[src/rtl/core/picd_pkg.sv]
// Shared constants, defaults and the queue item type of the column dominance block.
`timescale 1ns / 1ps
package picd_pkg;

  // Fixed widths of the external fields.
  localparam int MASK_W     = 64;
  localparam int TAG_W      = 16;
  localparam int IDX_OUT_W  = 6;
  localparam int TOTAL_W    = 7;
  localparam int ROWS_W     = 7;

  // Configuration port.
  localparam int APB_DATA_W = 32;
  localparam int APB_ADDR_W = 3;
  localparam logic [0:0] REG_ROWS_IN_USE = 1'b0;
  localparam logic [ROWS_W-1:0] ROWS_RESET = 7'd64;

  // Default sizes of the block.
  localparam int MAX_COLUMNS_DEF = 64;
  localparam int MAX_ROWS_DEF    = 64;
  localparam int TAG_BITS_DEF    = 16;

  // Depth of the queue between the front and back parts.
  localparam int QUEUE_DEPTH = 2;

  // One classified column on its way from the front to the back part.
  typedef struct packed {
    logic [MASK_W-1:0] mask;
    logic [TAG_W-1:0]  tag;
    logic              keep;  // column fits in the store
    logic              last;  // final column of the chart
  } picd_item_t;

endpackage

[src/rtl/core/picd_queue.sv]
// Short queue of classified columns between the front and back parts.
`timescale 1ns / 1ps
module picd_queue (
  input  logic                 clk_i,
  input  logic                 rst_ni,
  input  logic                 push_i,
  input  picd_pkg::picd_item_t item_i,
  output logic                 full_o,
  output logic                 valid_o,
  output picd_pkg::picd_item_t item_o,
  input  logic                 pop_i
);
  import picd_pkg::*;

  localparam int PtrW = $clog2(QUEUE_DEPTH);
  localparam int CntW = $clog2(QUEUE_DEPTH + 1);

  picd_item_t      slots_q [QUEUE_DEPTH];
  logic [PtrW-1:0] wr_ptr_q, rd_ptr_q;
  logic [CntW-1:0] cnt_q;
  logic            do_push, do_pop;

  assign full_o  = (cnt_q == CntW'(QUEUE_DEPTH));
  assign valid_o = (cnt_q != '0);
  assign item_o  = slots_q[rd_ptr_q];
  assign do_push = push_i & ~full_o;
  assign do_pop  = pop_i & valid_o;

  // Pointers and fill level.
  always_ff @(posedge clk_i or negedge rst_ni) begin
    if (!rst_ni) begin
      wr_ptr_q <= '0;
      rd_ptr_q <= '0;
      cnt_q    <= '0;
    end else begin
      if (do_push) begin
        wr_ptr_q <= (wr_ptr_q == PtrW'(QUEUE_DEPTH - 1)) ? '0 : wr_ptr_q + PtrW'(1);
      end
      if (do_pop) begin
        rd_ptr_q <= (rd_ptr_q == PtrW'(QUEUE_DEPTH - 1)) ? '0 : rd_ptr_q + PtrW'(1);
      end
      if (do_push && !do_pop) begin
        cnt_q <= cnt_q + CntW'(1);
      end else if (!do_push && do_pop) begin
        cnt_q <= cnt_q - CntW'(1);
      end
    end
  end

  // Storage of the queued columns.
  always_ff @(posedge clk_i) begin
    if (do_push) begin
      slots_q[wr_ptr_q] <= item_i;
    end
  end

endmodule

[config.mk]
export PLATFORM = sky130hd
export DESIGN_NAME = picd_queue
export DESIGN_NICKNAME = d
export VERILOG_FILES = /design/src/rtl/core/picd_pkg.sv /design/src/rtl/core/picd_queue.sv
export SDC_FILE = /design/constraint.sdc
export NUM_CORES = 1
export LEC_CHECK = 0
export BUFFER_PORTS_ARGS = -buffer_cell sky130_fd_sc_hd__buf_2
export CAP_MARGIN = 10
export CORE_UTILIZATION = 40
export DETAILED_ROUTE_END_ITERATION = 12
export HOLD_SLACK_MARGIN = 0.12
export SYNTH_ARGS = -nofsm -noshare
export SYNTH_HDL_FRONTEND = slang
export SYNTH_SLANG_ARGS = --single-unit
[constraint.sdc]
create_clock -name clk_i -period 6.7 [get_ports clk_i]
set_input_delay 1.34 -clock clk_i [delete_from_list [all_inputs] [get_ports clk_i]]
set_output_delay 1.34 -clock clk_i [all_outputs]
set_load 0.05 [all_outputs]
# After elaboration in Yosys (flattened, before gate mapping)
# Memories as Yosys holds them, arrays and structs flattened.
# Index checks and enable logic that the tools add are counted.
# W data, S select, Z words.
dict set report classes {
  muxes 6
  reduce_logical 6
  n_eq_ne 1
  add_sub_neg 4
  n_bitwise 3
}
# cell n
set op_table {}
lappend op_table {{$mux W1} 4}
lappend op_table {{$mux W2} 2}
lappend op_table {{$reduce_bool A2 Y1} 2}
lappend op_table {{$add A1 B1 Y1 const B} 2}
lappend op_table {{$add A2 B1 Y2 const B} 1}
lappend op_table {{$and A1 B1 Y1} 2}
lappend op_table {{$eq A2 B2 Y1 const B} 1}
lappend op_table {{$logic_and A1 B1 Y1} 2}
lappend op_table {{$logic_not A1 Y1} 2}
lappend op_table {{$sub A2 B1 Y2 const B} 1}
lappend op_table {{$not A1 Y1} 1}
dict set report word_totals {
  mem_bits_rw 164
  memories 1
  regBits 4
  elab_cells 24
}
# name words word_bits rd rd_ports_with_merged_regs wr line_no
set memory_table {}
lappend memory_table {slots_q 2 82 1 0 1 picd_queue.sv:18} ;# picd_item_t slots_q [QUEUE_DEPTH];

# Depth between registers and ports, before layout
# Gate-level depths: netlist of the first run.
dict set report depth {
  ltp_word 7
  ltp_mapped 7
}

# Worst setup path before layout of the first run
# Ideal clock, no wire load.
dict set report synth_timing {
  kind {input to register}
  start {input port push_i}
  end {memory slots_q[0][0] (netlist name) (enable)}
  t_arrival_ps 4848
  slack_ps 1329
  required_ps 6177
  stages 2
  path_cell_list {nand2_1 > nor2_1}
}
dict set report synth_between {
  elab_chain_cells 3
}
# item line_no
set synth_rtl {}
lappend synth_rtl {{start: declaration} picd_queue.sv:6} ;# input logic push_i,
lappend synth_rtl {{$and A1 B1 Y1} picd_queue.sv:26} ;# assign do_push = push_i & ~full_o;
lappend synth_rtl {{$mux W1} picd_queue.sv:52} ;# if (do_push) begin
lappend synth_rtl {{$mux W1 (not written as such)} picd_queue.sv:53} ;# slots_q[wr_ptr_q] <= item_i;
lappend synth_rtl {{end: declaration} picd_queue.sv:18}
# Every way passes these cells.

==> results of run 1 <==
-- critical path: cells and delay by family (launching register included) --
kind	cells	cell delay, ps
flops	1	1020
buf+inv	2	850
mux	1	410
-- cell type report --
| type | count | area [µm²] |
|---|---|---|
| fill | 1321 | 7810 |
| sequential | 168 | 5030 |
| multi-input combinational | 95 | 1290 |
| timing repair buffer | 172 | 868 |
| clock buffer | 18 | 429 |
| tap | 216 | 270 |
| clock inverter | 14 | 126 |
| inverter | 2 | 7.51 |
-- stage by stage --
stage	worst slack, ps	instances
global route	2480	685
finish	2650	685
CTS	2540	685
detailed placement	3010	653
global placement	3030	653
floorplan	1330	274
-- cells in the mapped netlist --
master	number	area, µm²
mux2_2	12	135
dfrtp_1	4	100
nand2_1	2	7.51
buf_2	1	5.00
or2_2	1	6.26
buf_12	7	140
ha_1	1	12.5
mux2_4	70	1050
edfxtp_1	164	4920
and3_1	1	6.26
xor2_1	2	17.5
xnor2_1	3	26.3
inv_1	2	7.51
nand2b_1	1	6.26
buf_6	1	11.3
nor2_1	2	7.51
-- cells by family (layout without fill, tap and decap cells) --
logic type                 count (synthesis)  in the layout  synth area share (%)
xor gates and xnor gates                   5              5                 0.677
adders and majority gates                  1              1                 0.194
buffers and inverters                     11            206                  2.54
DFF                                      168            168                  77.7
muxes                                     82             82                  18.3
and+or+nand+nor                            7              7                 0.523
-- cells in the final DEF, fill, tap and decap left out, types with 2 or more instances in the layout --
| cell type | netlist | final |
|---|---|---|
| mux2_2 | 12 | 12 |
| xnor2_1 | 3 | 3 |
| inv_1 | 2 | 2 |
| inv_6 | 0 | 3 |
| mux2_4 | 70 | 70 |
| buf_2 | 1 | 169 |
| clkinvlp_4 | 0 | 7 |
| nand2_1 | 2 | 2 |
| buf_4 | 0 | 3 |
| dfrtp_1 | 4 | 3 |
| clkbuf_16 | 0 | 17 |
| edfxtp_1 | 164 | 164 |
| xor2_1 | 2 | 2 |
-- state kept, by name (all words and copies together) (netlist names) --
signal and cells:
slots_q 164, cnt_q 2, rd_ptr_q 1, wr_ptr_q 1
-- final timing paths --
| path | from | endpoint | cells after the start | slack (ps) |
|---|---|---|---|---|
| max in group asynchronous | rst_ni | rd_ptr_q$_DFFE_PN0P_ | 1 | 5840 |
| worst max-delay path | rd_ptr_q$_DFFE_PN0P_ | item_o[58] | 3 | 2650 |
| worst min-delay path | cnt_q[1]$_DFFE_PN0P_ | cnt_q[1]$_DFFE_PN0P_ | 1 | 500 |
| worst min register to register | cnt_q[1]$_DFFE_PN0P_ | cnt_q[1]$_DFFE_PN0P_ | 1 | 500 |
| worst max register to register | cnt_q[0]$_DFFE_PN0P_ | slots_q[0][65]$_DFFE_PP_ | 4 | 4000 |
| min in group asynchronous | rst_ni | rd_ptr_q$_DFFE_PN0P_ | 1 | 720 |
-- power groups by stage --
stage	registers, µW	clock network [µW]	logic, µW
detailed placement	1610	0	1750
global route	1610	979	1800
global placement	1600	0	1740
floorplan	1530	0	1580
finish	1580	913	1730
CTS	1590	936	1760
-- routing by layer --
layer | global-route usage, % | part of all wire (%) | vias up
li1 | - | - | 1446
met1 | 13.9 | 40 | 1502
met2 | 23.5 | 53 | 98
met3 | 4.25 | 4.7 | 11
met4 | 7.47 | 1.6 | 0
met5 | 0 | 0 | -
==> flow_summary.toml, run 1 <==
[outcome]
outcome = "complete, no violations"

[yosys]
netlist-cell-type-count = 16
ys_seq_area_share_pct = 77.7
synth_cells = 274
yosysWarnings = 0
syn_nets = 361
synth-seq-cells = 168
syn_area_per_cell_um2 = 23.6
netlist_area_mm2 = 0.00646

[clocking]
clock-sinks = 168
clk_pin_slew_ps = 60
insertion_delay_ps = 420
clockBufferDepth = 2
cts_tree = "done"
cts_setup_buffers = 0
cts_buffers = 17
cts_root_buf = "clkbuf_16"
h-tree-depth = 4
cts_resized = 0
cts_hold_buf = 0

[grt]
overflow = 0
grt_pass1_wl_um = 16000
grt_use_total_pct = 13.3
grt_pass1_vias = 3206
antenna_found_initial = 0
grt_max_degree = 50

[power]
power.density_mw_per_mm2 = 527
p_int_uw = 2510
switching_share_pct = 40.6
p_leak_uw = 0.00318
ir_drop_mv = 0.235
clkPwrFrac_pct = 21.6
switchingPower_uw = 1710
power_frac_seq_pct = 37.4
total_power_uw = 4220
comb_power_share_pct = 41.0

[setup_path]
crit_required_ps = 5360
path_cells = "buf_4 > mux2_2 > buf_2"
slowest_stage = "dfrtp_4"
path_class = "flip-flop to output pin"
slowest_delay_ps = 1020
cp_data_arrival_time_ps = 2710
critical_path.max_fanout = 49
setup.worst_path.end_class = "output pin"
cp-start-kind = "flip-flop"

[sta]
slew_headroom_pct = 28.0
fin_hold_ws_ps = 503
worstMarginPinSlew_ps = 1080
max_freq_mhz = 247
timing.final.crit_share_pct = 60.4
tns_ps = 0
rsz0062_at_grt = "no"
finalCriticalPeriod_ps = 4050
finalSetupViolations = 0
final_max_slew_viol_count = 0
finClkSkew_ps = 4.90
hold_violations = 0

[flow_run]
drv_cap = 0

[placed_design]
placed_area_mm2 = 0.00746
place.gp.congestion = 0.653
numPortBuffers = 169
dp_hpwl_um = 7020

[floorplan]
start_util_pct = 40.8
die_area_mm2 = 0.0167
die_h_um = 129
core_mm2 = 0.0158
fp-row-count = 46
ios = 170
die_w_um = 129

[routing]
ant_nets = 0
dr.pass1.iters = 4
drc = 0
wire_per_inst_um = 16.1
drt_iter0_markers = 145
wl_um = 11000
vias_per_cell = 4.46
vias = 3057

[hold_path]
min_path_type = "flip-flop to flip-flop"

[final_layout]
final_core_util_pct = 50.7
areaGrowthSynthToFinish_pct = 24.0
layout-drive-gt1-share_pct = 61.4
finalNetCount = 543
n_antenna_cell = 0
final_area_mm2 = 0.00802
No activity file was read; power rests on OpenSTA's default activity.
==> run 2, diff against run 1 <==
- PLACE_DENSITY: not set -> 0.66
- clock period: 6.7 -> 3.4 ns (I/O delays scaled with it)
==> run 2 against run 1 <==
Effect of this change: global-route usage rose by 0.22 points; register-to-register slack got worse by 2600 ps; sequential power rose by 91%; critical path depth did not move; largest cell class unchanged.
==> flow_summary.toml, run 2 (synthesis results as in run 1) <==
[sta]
finClkSkew_ps = 11.3
timing.final.crit_share_pct = 79.6
rsz0062_at_grt = "no"
hold_violations = 0
tns_ps = 0
setup_slack_ps = 695
finalSetupViolations = 0
slew_headroom_pct = 46.7
worstMarginPinSlew_ps = 797
max_freq_mhz = 370
finalCriticalPeriod_ps = 2700
final_max_slew_viol_count = 0

[floorplan]
core_mm2 = 0.0158
ios = 170
fp-row-count = 46
start_util_pct = 40.8
die_w_um = 129
die_area_mm2 = 0.0167
die_h_um = 129

[setup_path]
timing.rr.end = "slots_q[0][55]$_DFFE_PP_"
crit_start = "rd_ptr_q$_DFFE_PN0P_"
path_cells = "buf_12 > mux2_2 > buf_2"
cp_top_family = "flip-flops"
setup.worst_path.end_class = "output pin"
rr_worst_depth = 4
r2r_slack_ps = 1390
slowest_delay_ps = 690
slowest_stage = "dfrtp_4"
endpoint = "item_o[55]"
cp_num_cells = 3
path_class = "flip-flop to output pin"
cp_data_arrival_time_ps = 2020
reg2reg_from = "cnt_q[0]$_DFFE_PN0P_"
cp-start-kind = "flip-flop"
crit_required_ps = 2720
critical_path.max_fanout = 33
critPathBufInv = 2

[clocking]
cts_tree = "done"
cts_setup_buffers = 0
cts_buffers = 17
cts_root_buf = "clkbuf_16"
insertion_delay_ps = 410
clk_pin_slew_ps = 60
h-tree-depth = 4
clock-sinks = 168
clockBufferDepth = 2

[final_layout]
fin_cells = 688
finalNetCount = 547
largestRegisters = "slots_q (164), cnt_q (2)"
largest_register = "slots_q"
largest_register_ffs = 164
layout_commonest_cell = "buf_2"
layout-drive-gt1-share_pct = 60.2
n_antenna_cell = 0
fill_cells = 1308
areaGrowthSynthToFinish_pct = 25.7
final_cell_mix = "buf_2 (169), edfxtp_1 (164), mux2_4 (70)"

[routing]
wl_um = 10900
vias = 3113
drt_iter0_markers = 125
vias_per_cell = 4.52
ant_nets = 0
drc = 0
dr.pass1.iters = 6
wire_per_inst_um = 15.8

[grt]
overflow = 0
grt_use_total_pct = 13.5
grt_max_degree = 44
grt_pass1_vias = 3223
grt_pass1_wl_um = 16300
antenna_found_initial = 0

[placed_design]
place.gp.congestion = 0.659
dp_cells = 656
numPortBuffers = 169
place_ws_ps = 1110
dp_hpwl_um = 7160

[outcome]
outcome = "complete, no violations"

[power]
ir_drop_mv = 0.469
power.density_mw_per_mm2 = 1040
p_leak_uw = 0.00323

[flow_run]
drv_cap = 0

[hold_path]
min_path_type = "primary input to flip-flop"
-- run 2: report_power, final --
part	total [µW]	internal, µW	switching, µW
logic	3590	1160	2420
clock network	1880	1140	733
registers	3020	2830	186
-- run 2: worst register-to-register path, cell delays in order, from the launching register on --
cell and delay, ps:
dfrtp_1 400, nand2b_1 180, nand2_1 140, nor2_4 640, buf_12 310
-- run 2: cell type report --
class                   instances  area [µm²]  share of cell area, %
clock buffers                  21         440                   5.42
repair buffers                176         963                   11.9
well taps                     216         270                   3.33
clock inverters                10         129                   1.59
flip-flops and latches        168        5030                   61.9
inverters                       2        7.51                 0.0924
multi-input cells              95        1290                   15.9
-- run 2: how the worst min path moves through the flow --
stage / startpoint / end / slack, ps / cells past startpoint
5_1_grt: item_i[49] / slots_q[0][49]$_DFFE_PP_ / 420 / 1
3_3_place_gp: cnt_q[1]$_DFFE_PN0P_ / cnt_q[1]$_DFFE_PN0P_ / 470 / 1
2_1_floorplan: rst_ni / cnt_q[0]$_DFFE_PN0P_ / 380 / 0
4_1_cts: item_i[49] / slots_q[0][49]$_DFFE_PP_ / 430 / 1
3_5_place_dp: cnt_q[1]$_DFFE_PN0P_ / cnt_q[1]$_DFFE_PN0P_ / 480 / 1
6_report: item_i[57] / slots_q[0][57]$_DFFE_PP_ / 450 / 1
-- run 2: repair_timing --
action                                 in CTS  in global routing
hold buffers                                1                  0
endpoints found under the hold margin       4                  0
gates resized for setup                     0                  0
-- run 2: stage by stage --
stage | utilization, % | power, µW | hold WS, ps | instance area (µm²)
3_3_place_gp | 47.7 | 6650 | 474 | 7550
6_report | 51.4 | 8480 | 450 | 8130
4_1_cts | 51.4 | 8590 | 427 | 8130
5_1_grt | 51.4 | 8830 | 421 | 8130
3_5_place_dp | 47.7 | 6700 | 482 | 7550
2_1_floorplan | - | 6120 | 384 | 6470
-- run 2: per-layer routing --
metal  up-vias  track usage [%]  part of all wire, %
met1      1546             15.9                   42
met2       108             22.5                   51
met4         0             4.98                 0.82
met5         -                0                    0
met3         6             5.04                  6.0
li1       1453                -                    -
