File: src/rtl/core/picd_pkg.sv
// Shared constants, defaults and the queue item type of the column dominance block.
`timescale 1ns / 1ps
package picd_pkg;

  // Fixed widths of the external fields.
  localparam int MASK_W     = 64;
  localparam int TAG_W      = 16;
  localparam int IDX_OUT_W  = 6;
  localparam int TOTAL_W    = 7;
  localparam int ROWS_W     = 7;

  // Configuration port.
  localparam int APB_DATA_W = 32;
  localparam int APB_ADDR_W = 3;
  localparam logic [0:0] REG_ROWS_IN_USE = 1'b0;
  localparam logic [ROWS_W-1:0] ROWS_RESET = 7'd64;

  // Default sizes of the block.
  localparam int MAX_COLUMNS_DEF = 64;
  localparam int MAX_ROWS_DEF    = 64;
  localparam int TAG_BITS_DEF    = 16;

  // Depth of the queue between the front and back parts.
  localparam int QUEUE_DEPTH = 2;

  // One classified column on its way from the front to the back part.
  typedef struct packed {
    logic [MASK_W-1:0] mask;
    logic [TAG_W-1:0]  tag;
    logic              keep;  // column fits in the store
    logic              last;  // final column of the chart
  } picd_item_t;

endpackage

File: src/rtl/core/picd_front.sv
// Front part: accepts columns and classifies them as stored or dropped.
`timescale 1ns / 1ps
module picd_front #(
  parameter int MaxColumns = picd_pkg::MAX_COLUMNS_DEF
) (
  input  logic                        clk_i,
  input  logic                        rst_ni,
  input  logic                        push_i,
  input  logic [picd_pkg::MASK_W-1:0] coverage_mask_i,
  input  logic [picd_pkg::TAG_W-1:0]  column_tag_i,
  input  logic                        last_column_i,
  input  logic                        full_i,
  output logic                        q_push_o,
  output picd_pkg::picd_item_t        q_item_o
);
  import picd_pkg::*;

  localparam int CntW = $clog2(MaxColumns + 1);

  logic [CntW-1:0] fcnt_q, fcnt_d;
  logic            accept;
  logic            fits;

  // A column fits while fewer than the capacity have been taken for this chart.
  assign accept = push_i & ~full_i;
  assign fits   = (fcnt_q < CntW'(MaxColumns));

  assign q_push_o       = accept;
  assign q_item_o.mask  = coverage_mask_i;
  assign q_item_o.tag   = column_tag_i;
  assign q_item_o.keep  = fits;
  assign q_item_o.last  = last_column_i;

  // Column count of the current chart; the final column starts a new chart.
  always_comb begin
    fcnt_d = fcnt_q;
    if (accept) begin
      if (last_column_i) begin
        fcnt_d = '0;
      end else if (fits) begin
        fcnt_d = fcnt_q + CntW'(1);
      end
    end
  end

  always_ff @(posedge clk_i or negedge rst_ni) begin
    if (!rst_ni) begin
      fcnt_q <= '0;
    end else begin
      fcnt_q <= fcnt_d;
    end
  end

endmodule

File: config.mk
export PLATFORM = sky130hd
export DESIGN_NAME = picd_front
export DESIGN_NICKNAME = d
export VERILOG_FILES = /design/src/rtl/core/picd_pkg.sv /design/src/rtl/core/picd_front.sv
export SDC_FILE = /design/constraint.sdc
export NUM_CORES = 1
export LEC_CHECK = 0
export ABC_AREA = 1
export BUFFER_PORTS_ARGS = -buffer_cell sky130_fd_sc_hd__buf_2
export CAP_MARGIN = 25
export CELL_PAD_IN_SITES_DETAIL_PLACEMENT = 1
export CELL_PAD_IN_SITES_GLOBAL_PLACEMENT = 2
export CORE_MARGIN = 2
export CORE_UTILIZATION = 12
export DETAILED_ROUTE_END_ITERATION = 8
export PLACE_DENSITY_LB_ADDON = 0.05
export SETUP_SLACK_MARGIN = 0.3
export SYNTH_ARGS = -nofsm -noshare
export SYNTH_HDL_FRONTEND = slang
export SYNTH_SLANG_ARGS = --single-unit
File: constraint.sdc
create_clock -name clk_i -period 1.82 [get_ports clk_i]
set_clock_uncertainty 0.1 [all_clocks]
set_input_delay 0.364 -clock clk_i [delete_from_list [all_inputs] [get_ports clk_i]]
set_output_delay 0.364 -clock clk_i [all_outputs]
set_load 0.005 [all_outputs]
**Word level (Yosys, flattened, before mapping)**

Index checks and enable logic that the tools add are counted.

- Output and inout bits: 83
- Input bits: 85
- Bits in registers: 7

- Add/sub/neg operators: 1
- Reductions and logical operators: 2
- Mux-type cells: 2
- Magnitude comparators: 1
- Bitwise operators: 2

Operator list:

| kind | number |
|---|---|
| $mux W7 | 2 |
| $add A7 B1 Y7 const B | 1 |
| $lt A7 B7 Y1 const B | 1 |
| $reduce_and A2 Y1 | 1 |
| $reduce_bool A2 Y1 | 1 |
| $and A1 B1 Y1 | 1 |
| $not A1 Y1 | 1 |

**Longest topological paths before layout**

Gate-level depths: netlist (run 1).

- Depth after elaboration: 3
- Mapped depth: 6
- Depth with buffers taken out: 6

**Least setup slack after synthesis (run 1)**

Ideal clock, no wire load.

- Kind: register -> register
- Start: register fcnt_q[0]
- End: register fcnt_q[4]
- Arrival: 0.997 ns
- Cell stages (with the launch flop): 7
- Setup slack: 0.604 ns
- Period minus slack after synthesis: 1.216 ns
- Path buffers: 0
- Required time: 1.601 ns
- Setup time: 0.119 ns
- Cells stage by stage: dfrtp_1 -> ha_1 -> nand2_1 -> nor2_2 -> nand3_1 -> nand2_1 -> nor2_1

- Longest elaborated chain between the ends: 3
- Elaborated cells between the ends (all ways): 6
- Classes of those cells: 1 x add/sub; 1 x order compare; 2 x mux; 2 x reduce/logical

Ends and longest elaborated chain:

| what | RTL line | source |
|---|---|---|
| start, declared | picd_front.sv:20 | `logic [CntW-1:0] fcnt_q, fcnt_d;` |
| start signal, assigned | picd_front.sv:50 | `fcnt_q <= fcnt_d;` |
| $add A7 B1 Y7 / $lt A7 B7 Y1 (equally long branches) | picd_front.sv:41, picd_front.sv:26 |  |
| $mux W7 / $reduce_bool A2 Y1 (equally long branches) | - |  |
| $mux W7 / $reduce_and A2 Y1 (equally long branches) | - |  |

Several ways; a longest one is shown, not always the timed one. The select of a mux whose other input is x is not followed.
A chain may end at the register's enable or synchronous reset.

**Worst setup path after layout (run 1)**

- Start: register fcnt_q[1]
- End: register fcnt_q[4]

The elaborated chain is that of the path after synthesis.

==> results of run 1 <==
-- placed cells by master (no fill, tap or decap), drive strengths merged --
master	instances
a21boi	1
a21oi	3
buf	7
clkbuf	4
dfrtp	7
dlygate4sd3	1
ha	1
inv	7
nand2	16
nand3	3
nand4	4
nor2	4
o21ai	5
-- worst reg2reg max path: stages (launching register included) --
cell	delay [ns]
dfrtp_1	0.43
ha_1	0.24
nand2_1	0.11
nor2_2	0.16
nand3_1	0.10
nand2_1	0.08
nor2_1	0.04
-- power by group through the flow --
stage          combinational (mW)  sequential (mW)  clock [mW]
4_1_cts                    0.0678            0.196       0.246
2_1_floorplan               0.182            0.190           0
6_report                   0.0652            0.197       0.232
3_3_place_gp               0.0684            0.201           0
3_5_place_dp               0.0644            0.199           0
5_1_grt                    0.0765            0.203       0.252
-- stage by stage --
stage          worst slack, ns  hold slack, ns  utilization  cells  total power, mW
2_1_floorplan            0.604         -0.0316            -    133            0.373
3_3_place_gp             0.423           0.142       0.0698    163            0.269
3_5_place_dp             0.418           0.133       0.0698    163            0.263
4_1_cts                  0.394           0.373       0.0765    168            0.510
5_1_grt                  0.316           0.427       0.0767    168            0.532
6_report                 0.463           0.374       0.0767    168            0.495
-- area by class of cell --
class                      instances  area (sq um)  area share
tap                              105           131       0.208
multi-input combinational         37           209       0.330
sequential                         7           176       0.279
inverter                           7          26.3      0.0415
clock buffer                       4          45.0      0.0711
timing repair buffer               8          45.0      0.0711
-- per-layer routing --
layer / up-vias / wire, microns / part of all wire
met3: 16 / 305 / 0.15
met5: - / 0 / 0
met2: 43 / 895 / 0.44
li1: 194 / - / -
met4: 0 / 43 / 0.021
met1: 216 / 807 / 0.39
-- worst max-delay path by stage --
stage,end
CTS,fcnt_q[4]
detailed placement,fcnt_q[4]
global placement,fcnt_q[4]
finish,fcnt_q[4]
floorplan,fcnt_q[4]
global route,fcnt_q[6]
-- cell families (layout without fill, tap and decap cells) --
group,Yosys count,count (layout)
buf+inv,89,19
fa+ha+maj,1,1
compound gates,9,9
flops,7,7
simple gates,27,27
-- timing repair --
| action | CTS | global route |
|---|---|---|
| gates resized for setup | 0 | 1 |
| setup endpoints to repair | 0 | 2 |
| buffers inserted | 0 | 0 |
| hold buffers | 1 | 0 |
| hold endpoints to repair | 7 | 0 |
==> impl_summary.txt, run 1 <==
----------------------------------------------------
[CTS]
  Source-to-sink clock delay at the later pin of the worst-skew pair ... 0.23 ns
  Sinks on the clock net ... 7
  H-tree lvl count ... 1
  Root Buffer Master ... clkbuf_8
  CTS Buffer Depth ... 2
  Clock slew at reported path FFs ... 0.05 ns
  Clock tree from TritonCTS ... done
  TritonCTS buffer count ... 3

[Synth]
  Post-Syn Instances ... 133
  Main area contributors after synthesis ... buf_4 60%, dfrtp_1 17%, nand2_1 5.5%
  Dominant combinational cell family by area after synthesis ... buffers and inverters
  Sequential share of the synthesized area ... 0.171
  Adder and majority gate portion of the synthesized area ... 0.0122
  Number of distinct library cells after synthesis ... 17
  Simple-Gate Fraction of Synth Area ... 0.120
  Total nets after synthesis ... 219
  Synthesis-stage register bit count ... 7
  Cell types with the highest counts after synthesis ... 82 x buf_4, 15 x nand2_1, 7 x dfrtp_1, 6 x inv_1, 4 x nand4_1
  Fraction of registers with async set or reset after synthesis ... 1.00
  Synthesized area ... 1030 sq um
  Synthesized area per cell ... 7.71 sq um
  Xor/xnor cell area share of the yosys netlist ... 0
  Post-synth EDFFs ... 0
  Dominant cell type by area after synthesis ... buf_4
  Synth Area in Compound Gates ... 0.0720
  Main flop type after synthesis ... dfrtp_1
  Fraction of synthesized cell area taken by the top area cell type ... 0.600
  Multiplexer share of the synthesized area ... 0
  Count of warnings emitted by yosys ... 0
  Most repeated cell in the gate-level netlist after synthesis ... buf_4

[GRT]
  Met3 Usage GRT ... 0.0341
  Met2 GRT Util ... 0.0613
  Wire length of the first global-routing pass ... 3050 microns
  Vias in the first global route ... 509
  Maximum number of pins on one net before global-route repair ... 8
  Sum of overflow across all layers after global routing ... 0
  Gr usage total ... 0.0457
  Busiest grt layer ... met2
  Number of antenna violations at the first check in global routing ... 0
  Met1 global-route usage ... 0.0521

[Critical path]
  Number of cell instances on the worst register-to-register path ... 6
  Start of the worst register-to-register path ... fcnt_q[1]
  Slowest cell on the critical path ... dfrtp_1
  Critical path's most frequent cell ... nand2_1
  Top fanout value on the critical path ... 5
  Slowest Stage Delay on Critical Path ... 0.43 ns
  Combined buffer and inverter count along the critical path ... 0
  Crit. End Element ... flip-flop
  Number of cells on the critical path ... 6
  Arrival @ worst endpoint ... 1.38 ns
  CP cell instances ... ha_1 -> nand2_1 -> nor2_2 -> nand3_1 -> nand2_1 -> nor2_1
  Dominant delay contributor by cell family on the critical path ... simple AND/OR/NAND/NOR gates
  Critical path data required time ... 1.84 ns
  Type of element launching the critical path ... flip-flop
  Worst setup path category ... reg -> reg
  Terminus of the critical flop-to-flop path ... fcnt_q[4]
  Reg-to-reg setup timing slack ... 0.46 ns
  Worst setup startpoint ... fcnt_q[1]

[Outcome]
  Outcome ... completed

[Worst hold path]
  Cells on Worst Hold Path ... 4
  Worst min-delay path endpoint ... fcnt_q[6]
  Path type of the worst min-delay path ... in -> reg
  Hold path startpoint ... full_i

[Timing]
  Top achievable clock speed ... 737 MHz
  Worst-Margin Slew ... 0.323 ns
  Fraction of the cycle the final worst path needs ... 0.746
  Final Setup Violations ... 0
  Tmin final ... 1.36 ns
  Final TNS setup ... 0 ns
  Unrepaired setup endpoints after global routing ... false
  Number of slew-limit violations in the final report ... 0
  Max-slew headroom at the worst pin ... 0.785
  Number of hold-slack violations in the final timing report ... 0

[Floorplanning]
  Total die area ... 9310 sq um
  Die W ... 96.5 microns
  Top-level port count ... 168
  Initial cell density of the core ... 0.124
  Die height ... 96.5 microns
  Core Region ... 8260 sq um
  Floorplan row count ... 33

[Drt]
  Routed length per placed instance ... 12.2 microns
  Detailed-route DRC error count ... 0
  First-pass iteration count of the detailed router ... 2
  Detailed Route WL ... 2050 microns
  Routed via count ... 469
  Vias per std cell ... 2.79
  Post-detailed-route count of antenna-violating nets ... 0
  Number of DRC markers in iteration 0 ... 19

[Layout]
  N_diodes ... 0
  Layout overhead on the synthesized area ... -38.3%
  Top flop regs ... fcnt_q (7)
  Max reg flops ... 7
  Fraction of final layout cells with drive strength greater than 1 ... 0.317
  Largest Register ... fcnt_q
  Post-route design area ... 633 sq um
  Count of fill cells added during filler insertion ... 998
  Final-stage net count ... 150

[Pwr]
  Share of total power in sequential cells ... 0.399
  Maximum resistive drop on vdd ... 0.171 mV
  Switching portion of total power ... 0.292
  Relative contribution of combinational cells to total power ... 0.132
  Cell internal power dissipation ... 0.350 mW
  Net Switching ... 0.145 mW
  Total power per unit cell area ... 781 nW/um^2
  Clk network pwr share ... 0.469
  Leakage power ... 0.244 nW

[Placed design]
  Hpwl dp ... 1590 microns
  Final estimated routing congestion in global placement ... 0.593
  Input/output buffers ... 7
  DP Area ... 577 sq um

[Run]
  Max-cap check violation count ... 0

----------------------------------------------------
Power figures use the tool's default switching activity.
==> run 2, diff against run 1 <==
--- a/config.mk
+++ b/config.mk
@@ -5,13 +5,13 @@
 export SDC_FILE = /design/constraint.sdc
 export NUM_CORES = 1
 export LEC_CHECK = 0
-export ABC_AREA = 1
+export ABC_AREA = 0
 export BUFFER_PORTS_ARGS = -buffer_cell sky130_fd_sc_hd__buf_2
 export CAP_MARGIN = 25
 export CELL_PAD_IN_SITES_DETAIL_PLACEMENT = 1
 export CELL_PAD_IN_SITES_GLOBAL_PLACEMENT = 2
 export CORE_MARGIN = 2
-export CORE_UTILIZATION = 12
+export CORE_UTILIZATION = 10
 export DETAILED_ROUTE_END_ITERATION = 8
 export PLACE_DENSITY_LB_ADDON = 0.05
 export SETUP_SLACK_MARGIN = 0.3
==> constraint.sdc (replaced) <==
create_clock -name clk_i -period 1.15 [get_ports clk_i]
set_clock_uncertainty 0.1 [all_clocks]
set_input_delay 0.23 -clock clk_i [delete_from_list [all_inputs] [get_ports clk_i]]
set_output_delay 0.23 -clock clk_i [all_outputs]
set_load 0.005 [all_outputs]
==> impl_summary.txt, run 2 <==
----------------------------------------------------
[Outcome]
  Outcome ... complete, but fails checks
  Violated checks ... setup timing

[CTS]
  Sinks on the clock net ... 7
  H-tree lvl count ... 1
  TritonCTS buffer count ... 3
  Clock slew at reported path FFs ... 0.04 ns
  Clock tree from TritonCTS ... done
  Source-to-sink clock delay at the later pin of the worst-skew pair ... 0.23 ns
  Root Buffer Master ... clkbuf_8
  CTS Buffer Depth ... 2

[Placed design]
  Input/output buffers ... 7
  Setup WS pre-CTS ... -0.318 ns
  Number of cells in the design after placement ... 190
  Final estimated routing congestion in global placement ... 0.615
  Hpwl dp ... 1810 microns

[Drt]
  First-pass iteration count of the detailed router ... 2
  Number of DRC markers in iteration 0 ... 8
  Routed length per placed instance ... 11.8 microns
  Post-detailed-route count of antenna-violating nets ... 0
  Detailed-route DRC error count ... 0
  Vias per std cell ... 2.48
  Routed via count ... 508
  Detailed Route WL ... 2420 microns

[Run]
  Max-cap check violation count ... 0

[Timing]
  Fraction of the cycle the final worst path needs ... 1.22
  Final Setup Violations ... 8
  Top achievable clock speed ... 714 MHz
  Max-slew headroom at the worst pin ... 0.818
  Worst-Margin Slew ... 0.271 ns
  Tmin final ... 1.40 ns
  Min setup slack post-route ... -0.250 ns
  Unrepaired setup endpoints after global routing ... true
  Number of hold-slack violations in the final timing report ... 0
  Number of slew-limit violations in the final report ... 0
  Final TNS setup ... -1.27 ns

[Synth]
  Main area contributors after synthesis ... buf_4 62%, dfrtp_1 17%, or4_1 2.9%
  Post-Syn Instances ... 124
  Most repeated cell in the gate-level netlist after synthesis ... buf_4
  Post-synth EDFFs ... 0
  Cell types with the highest counts after synthesis ... 84 x buf_4, 7 x dfrtp_1, 4 x a21oi_1, 4 x inv_1, 4 x or4_1
  Fraction of registers with async set or reset after synthesis ... 1.00
  Main flop type after synthesis ... dfrtp_1
  Fraction of synthesized cell area taken by the top area cell type ... 0.618
  Count of warnings emitted by yosys ... 0
  Sequential share of the synthesized area ... 0.172
  Number of distinct library cells after synthesis ... 19
  Total nets after synthesis ... 210
  Dominant cell type by area after synthesis ... buf_4
  Synthesized area per cell ... 8.22 sq um
  Synthesis-stage register bit count ... 7
  Synthesized area ... 1020 sq um

[Floorplanning]
  Core Region ... 9820 sq um
  Top-level port count ... 168
  Total die area ... 11000 sq um
  Initial cell density of the core ... 0.104
  Die height ... 105 microns
  Die W ... 105 microns
  Floorplan row count ... 36

[Critical path]
  Critical path data required time ... 1.21 ns
  CP cell instances ... ha_4 -> inv_2 -> or4_4 -> a21oi_2
  Arrival @ worst endpoint ... 1.46 ns
  Dominant delay contributor by cell family on the critical path ... simple AND/OR/NAND/NOR gates
  Combined buffer and inverter count along the critical path ... 1
  Crit. End Element ... flip-flop
  Slowest Stage Delay on Critical Path ... 0.50 ns
  Type of element launching the critical path ... flip-flop
  Top fanout value on the critical path ... 3
  Worst setup path category ... reg -> reg
  Slowest cell on the critical path ... or4_4

[GRT]
  Sum of overflow across all layers after global routing ... 0
  Number of antenna violations at the first check in global routing ... 0
  Gr usage total ... 0.0454
  Vias in the first global route ... 567
  Maximum number of pins on one net before global-route repair ... 8
  Wire length of the first global-routing pass ... 3590 microns

[Pwr]
  Cell internal power dissipation ... 0.633 mW
  Leakage power ... 0.352 nW
  Total Power ... 0.876 mW
  Relative contribution of combinational cells to total power ... 0.240
  Share of total power in sequential cells ... 0.342
  Clk network pwr share ... 0.419
  Maximum resistive drop on vdd ... 0.219 mV
  Net Switching ... 0.242 mW
  Switching portion of total power ... 0.277
  Total power per unit cell area ... 910 nW/um^2

[Layout]
  Final design utilization ... 0.0980
  Final-stage net count ... 159
  Largest Register ... fcnt_q
  Max reg flops ... 7
  Most frequent cells in the layout ... 15 x buf_4, 8 x buf_6, 4 x or4_4, 4 x a21oi_2, 4 x dfrtp_1
  Cell Count, Final, Fillers Out ... 205
  Fraction of final layout cells with drive strength greater than 1 ... 0.778
  Commonest non-fill, non-tap cell in the layout ... buf_4
  N_diodes ... 0
  Top flop regs ... fcnt_q (7)
  Layout overhead on the synthesized area ... -5.64%

[Worst hold path]
  Path type of the worst min-delay path ... in -> reg

----------------------------------------------------
[run 2: cell count changes in the layout (fill, tap and decap cells not counted), moves of 3 or more]
cell     change
nand3_1      -3
buf_2        -5
a21oi_2      +3
buf_4       +15
o31ai_1      +3
nand2_1     -14
o21ai_2      -3
or4_4        +4
inv_1        -5
nand4_1      -4
buf_6        +8
[run 2: tightest hold or removal path, cell delays in order]
cell,delay [ns]
buf_8,0.09
buf_4,0.11
o41ai_2,0.07
[run 2: area by class of cell]
type,instances,area (sq um)
fill,1191,8860
sequential,7,179
multi-input combinational,29,299
tap,133,166
clock buffer,4,45.0
timing repair buffer,28,253
inverter,4,20.0
[run 2: power by group through the flow]
| stage | Combinational (mW) | Sequential, mW | Clock, mW |
|---|---|---|---|
| floorplan | 0.285 | 0.292 | 0 |
| global placement | 0.140 | 0.296 | 0 |
| detailed placement | 0.132 | 0.297 | 0 |
| CTS | 0.193 | 0.297 | 0.396 |
| global route | 0.234 | 0.303 | 0.401 |
| finish | 0.210 | 0.299 | 0.367 |
[run 2: what timing repair did]
item	in CTS	in global routing
hold buffers	1	0
resized for setup	26	13
pin swaps	6	3
cloned	1	0
endpoints found under the hold margin	7	0
buffers inserted	5	4
endpoints found under the setup margin	10	10
[run 2: final timing paths]
kind                               startpoint         to  slack (ns)  cells past startpoint
worst min-delay path            last_column_i  fcnt_q[1]        0.21                      3
min in group asynchronous              rst_ni  fcnt_q[4]        0.29                      2
worst max register to register      fcnt_q[0]  fcnt_q[2]       -0.25                      4
worst max-delay path                fcnt_q[0]  fcnt_q[2]       -0.25                      4
worst min register to register      fcnt_q[3]  fcnt_q[3]        0.52                      2
max in group asynchronous              rst_ni  fcnt_q[1]        0.46                      2
[run 2: routing by layer]
metal	share of wire	vias up	global-route usage
li1	-	216	-
met1	0.40	246	0.0491
met2	0.45	40	0.0659
met3	0.14	6	0.0362
met4	0.0091	0	0.0171
met5	0	-	0
[run 2: logic make-up after synthesis]
| kind of cell | share of synthesized area |
|---|---|
| muxes | 0.0110 |
| and+or+nand+nor | 0.101 |
| buffers and inverters | 0.644 |
| adders and majority gates | 0.0123 |
| DFF | 0.172 |
| AOI/OAI and AO/OA | 0.0601 |
[run 2: per-stage QoR]
stage | cell area (sq um) | hold slack [ns]
2_1_floorplan | 1050 | -0.166
3_3_place_gp | 688 | 0.00467
3_5_place_dp | 688 | 0.00449
4_1_cts | 886 | 0.194
5_1_grt | 962 | 0.227
6_report | 962 | 0.211
==> run 3, diff against run 2 <==
--- a/config.mk
+++ b/config.mk
@@ -7,13 +7,13 @@
 export LEC_CHECK = 0
 export ABC_AREA = 0
 export BUFFER_PORTS_ARGS = -buffer_cell sky130_fd_sc_hd__buf_2
-export CAP_MARGIN = 25
+export CAP_MARGIN = 0
 export CELL_PAD_IN_SITES_DETAIL_PLACEMENT = 1
 export CELL_PAD_IN_SITES_GLOBAL_PLACEMENT = 2
 export CORE_MARGIN = 2
 export CORE_UTILIZATION = 10
 export DETAILED_ROUTE_END_ITERATION = 8
-export PLACE_DENSITY_LB_ADDON = 0.05
+export PLACE_DENSITY = 0.76
 export SETUP_SLACK_MARGIN = 0.3
 export SYNTH_ARGS = -nofsm -noshare
 export SYNTH_HDL_FRONTEND = slang
==> impl_summary.txt, run 3 (same netlist as run 2, synthesis figures left out) <==
----------------------------------------------------
[Timing]
  Top achievable clock speed ... 713 MHz
  Final Setup Violations ... 8
  Worst-Margin Slew ... 0.274 ns
  Min setup slack post-route ... -0.253 ns
  Number of slew-limit violations in the final report ... 0
  Tmin final ... 1.40 ns
  Unrepaired setup endpoints after global routing ... true
  Fraction of the cycle the final worst path needs ... 1.22
  Number of hold-slack violations in the final timing report ... 0
  Max-slew headroom at the worst pin ... 0.816

[Placed design]
  Input/output buffers ... 7
  Hpwl dp ... 1260 microns
  Number of cells in the design after placement ... 185
  DP Area ... 651 sq um
  Final estimated routing congestion in global placement ... 0.645

[Drt]
  Detailed Route WL ... 1790 microns
  Routed length per placed instance ... 9.15 microns
  First-pass iteration count of the detailed router ... 2
  Detailed-route DRC error count ... 0
  Number of DRC markers in iteration 0 ... 3
  Vias per std cell ... 2.28
  Post-detailed-route count of antenna-violating nets ... 0
  Routed via count ... 446

[Layout]
  Cell Count, Final, Fillers Out ... 196
  Post-route design area ... 842 sq um
  N_diodes ... 0
  Fraction of final layout cells with drive strength greater than 1 ... 0.683
  Layout overhead on the synthesized area ... -17.4%
  Most frequent cells in the layout ... 10 x buf_4, 6 x dfrtp_1, 6 x buf_6, 4 x or4_4
  Top flop regs ... fcnt_q (7)
  Largest Register ... fcnt_q
  Max reg flops ... 7
  Commonest non-fill, non-tap cell in the layout ... buf_4
  Final-stage net count ... 150

[GRT]
  Met1 global-route usage ... 0.0344
  Maximum number of pins on one net before global-route repair ... 9
  Busiest grt layer ... met2
  Gr usage total ... 0.0330
  Vias in the first global route ... 476
  Sum of overflow across all layers after global routing ... 0
  Met3 Usage GRT ... 0.0374
  Met2 GRT Util ... 0.0390
  Number of antenna violations at the first check in global routing ... 0
  Wire length of the first global-routing pass ... 2620 microns

[CTS]
  H-tree lvl count ... 1
  CTS Buffer Depth ... 2
  TritonCTS buffer count ... 3
  Clock tree from TritonCTS ... done
  Sinks on the clock net ... 7
  Root Buffer Master ... clkbuf_8
  Clock slew at reported path FFs ... 0.05 ns
  Source-to-sink clock delay at the later pin of the worst-skew pair ... 0.23 ns

[Floorplanning]
  Total die area ... 11000 sq um
  Top-level port count ... 168
  Floorplan row count ... 36
  Core Region ... 9820 sq um
  Die W ... 105 microns
  Die height ... 105 microns
  Initial cell density of the core ... 0.104

[Worst hold path]
  Path type of the worst min-delay path ... in -> reg

[Run]
  Max-cap check violation count ... 0

[Critical path]
  Arrival @ worst endpoint ... 1.46 ns
  Critical path data required time ... 1.21 ns
  Type of element launching the critical path ... flip-flop
  Crit. End Element ... flip-flop
  Worst setup path category ... reg -> reg
  Top fanout value on the critical path ... 3

[Outcome]
  Violated checks ... setup timing
  Outcome ... complete, but fails checks

[Pwr]
  Total power per unit cell area ... 949 nW/um^2
  Maximum resistive drop on vdd ... 0.466 mV
  Leakage power ... 0.307 nW

----------------------------------------------------
==> run 3: changes by cell type in the layout (fill, tap and decap cells not counted), moves of 2 or more <==
cell	delta
buf_4	-5
buf_6	-2
buf_8	-2
dfrtp_1	+2
dfrtp_2	-2
==> run 3: layout make-up <==
| class | instances | area [sq um] |
|---|---|---|
| fillers | 1204 | 8980 |
| multi-input cells | 28 | 265 |
| flip-flops and latches | 7 | 176 |
| repair buffers | 20 | 168 |
| well taps | 133 | 166 |
| clock buffers | 3 | 41.3 |
| inverters | 4 | 20.0 |
| clock inverters | 1 | 5.00 |
==> run 3: final timing paths <==
kind | slack (ns) | cells past startpoint | startpoint | to
min | 0.15 | 2 | last_column_i | fcnt_q[1]
max reg2reg | -0.25 | 4 | fcnt_q[0] | fcnt_q[4]
max | -0.25 | 4 | fcnt_q[0] | fcnt_q[4]
min in group asynchronous | 0.30 | 2 | rst_ni | fcnt_q[1]
max in group asynchronous | 0.47 | 2 | rst_ni | fcnt_q[0]
min reg2reg | 0.51 | 2 | fcnt_q[4] | fcnt_q[4]
==> run 3: where the power goes <==
group          switching (mW)  internal, mW  leakage (nW)
clock network           0.126         0.236        0.0255
registers              0.0311         0.269        0.0946
logic                  0.0622        0.0743         0.187
==> run 3: stage by stage <==
step,power (mW),hold WS [ns],utilization,setup TNS [ns],setup slack (ns)
2_1_floorplan,0.577,-0.166,-,-0.901,-0.211
3_3_place_gp,0.390,-0.0200,0.0663,-1.17,-0.212
3_5_place_dp,0.396,-0.0235,0.0663,-1.50,-0.268
4_1_cts,0.789,0.184,0.0799,-1.40,-0.261
5_1_grt,0.859,0.154,0.0858,-1.72,-0.320
6_report,0.799,0.151,0.0858,-1.33,-0.253
==> run 3: critical path: stages (launching register included) <==
cell,delay [ns]
dfrtp_2,0.41
ha_4,0.15
nand3_2,0.09
or4_4,0.43
a21oi_2,0.14
==> run 3: metal layers <==
metal	share of wire	vias up
met2	0.41	27
met1	0.37	212
li1	-	193
met3	0.17	14
met4	0.051	0
met5	0	-
==> run 3: repair_timing <==
action / in CTS / in global routing
setup endpoints to repair: 9 / 10
pin swaps: 7 / 5
gates resized for setup: 11 / 13
hold endpoints to repair: 7 / 0
hold buffers: 1 / 0
setup buffers: 4 / 2
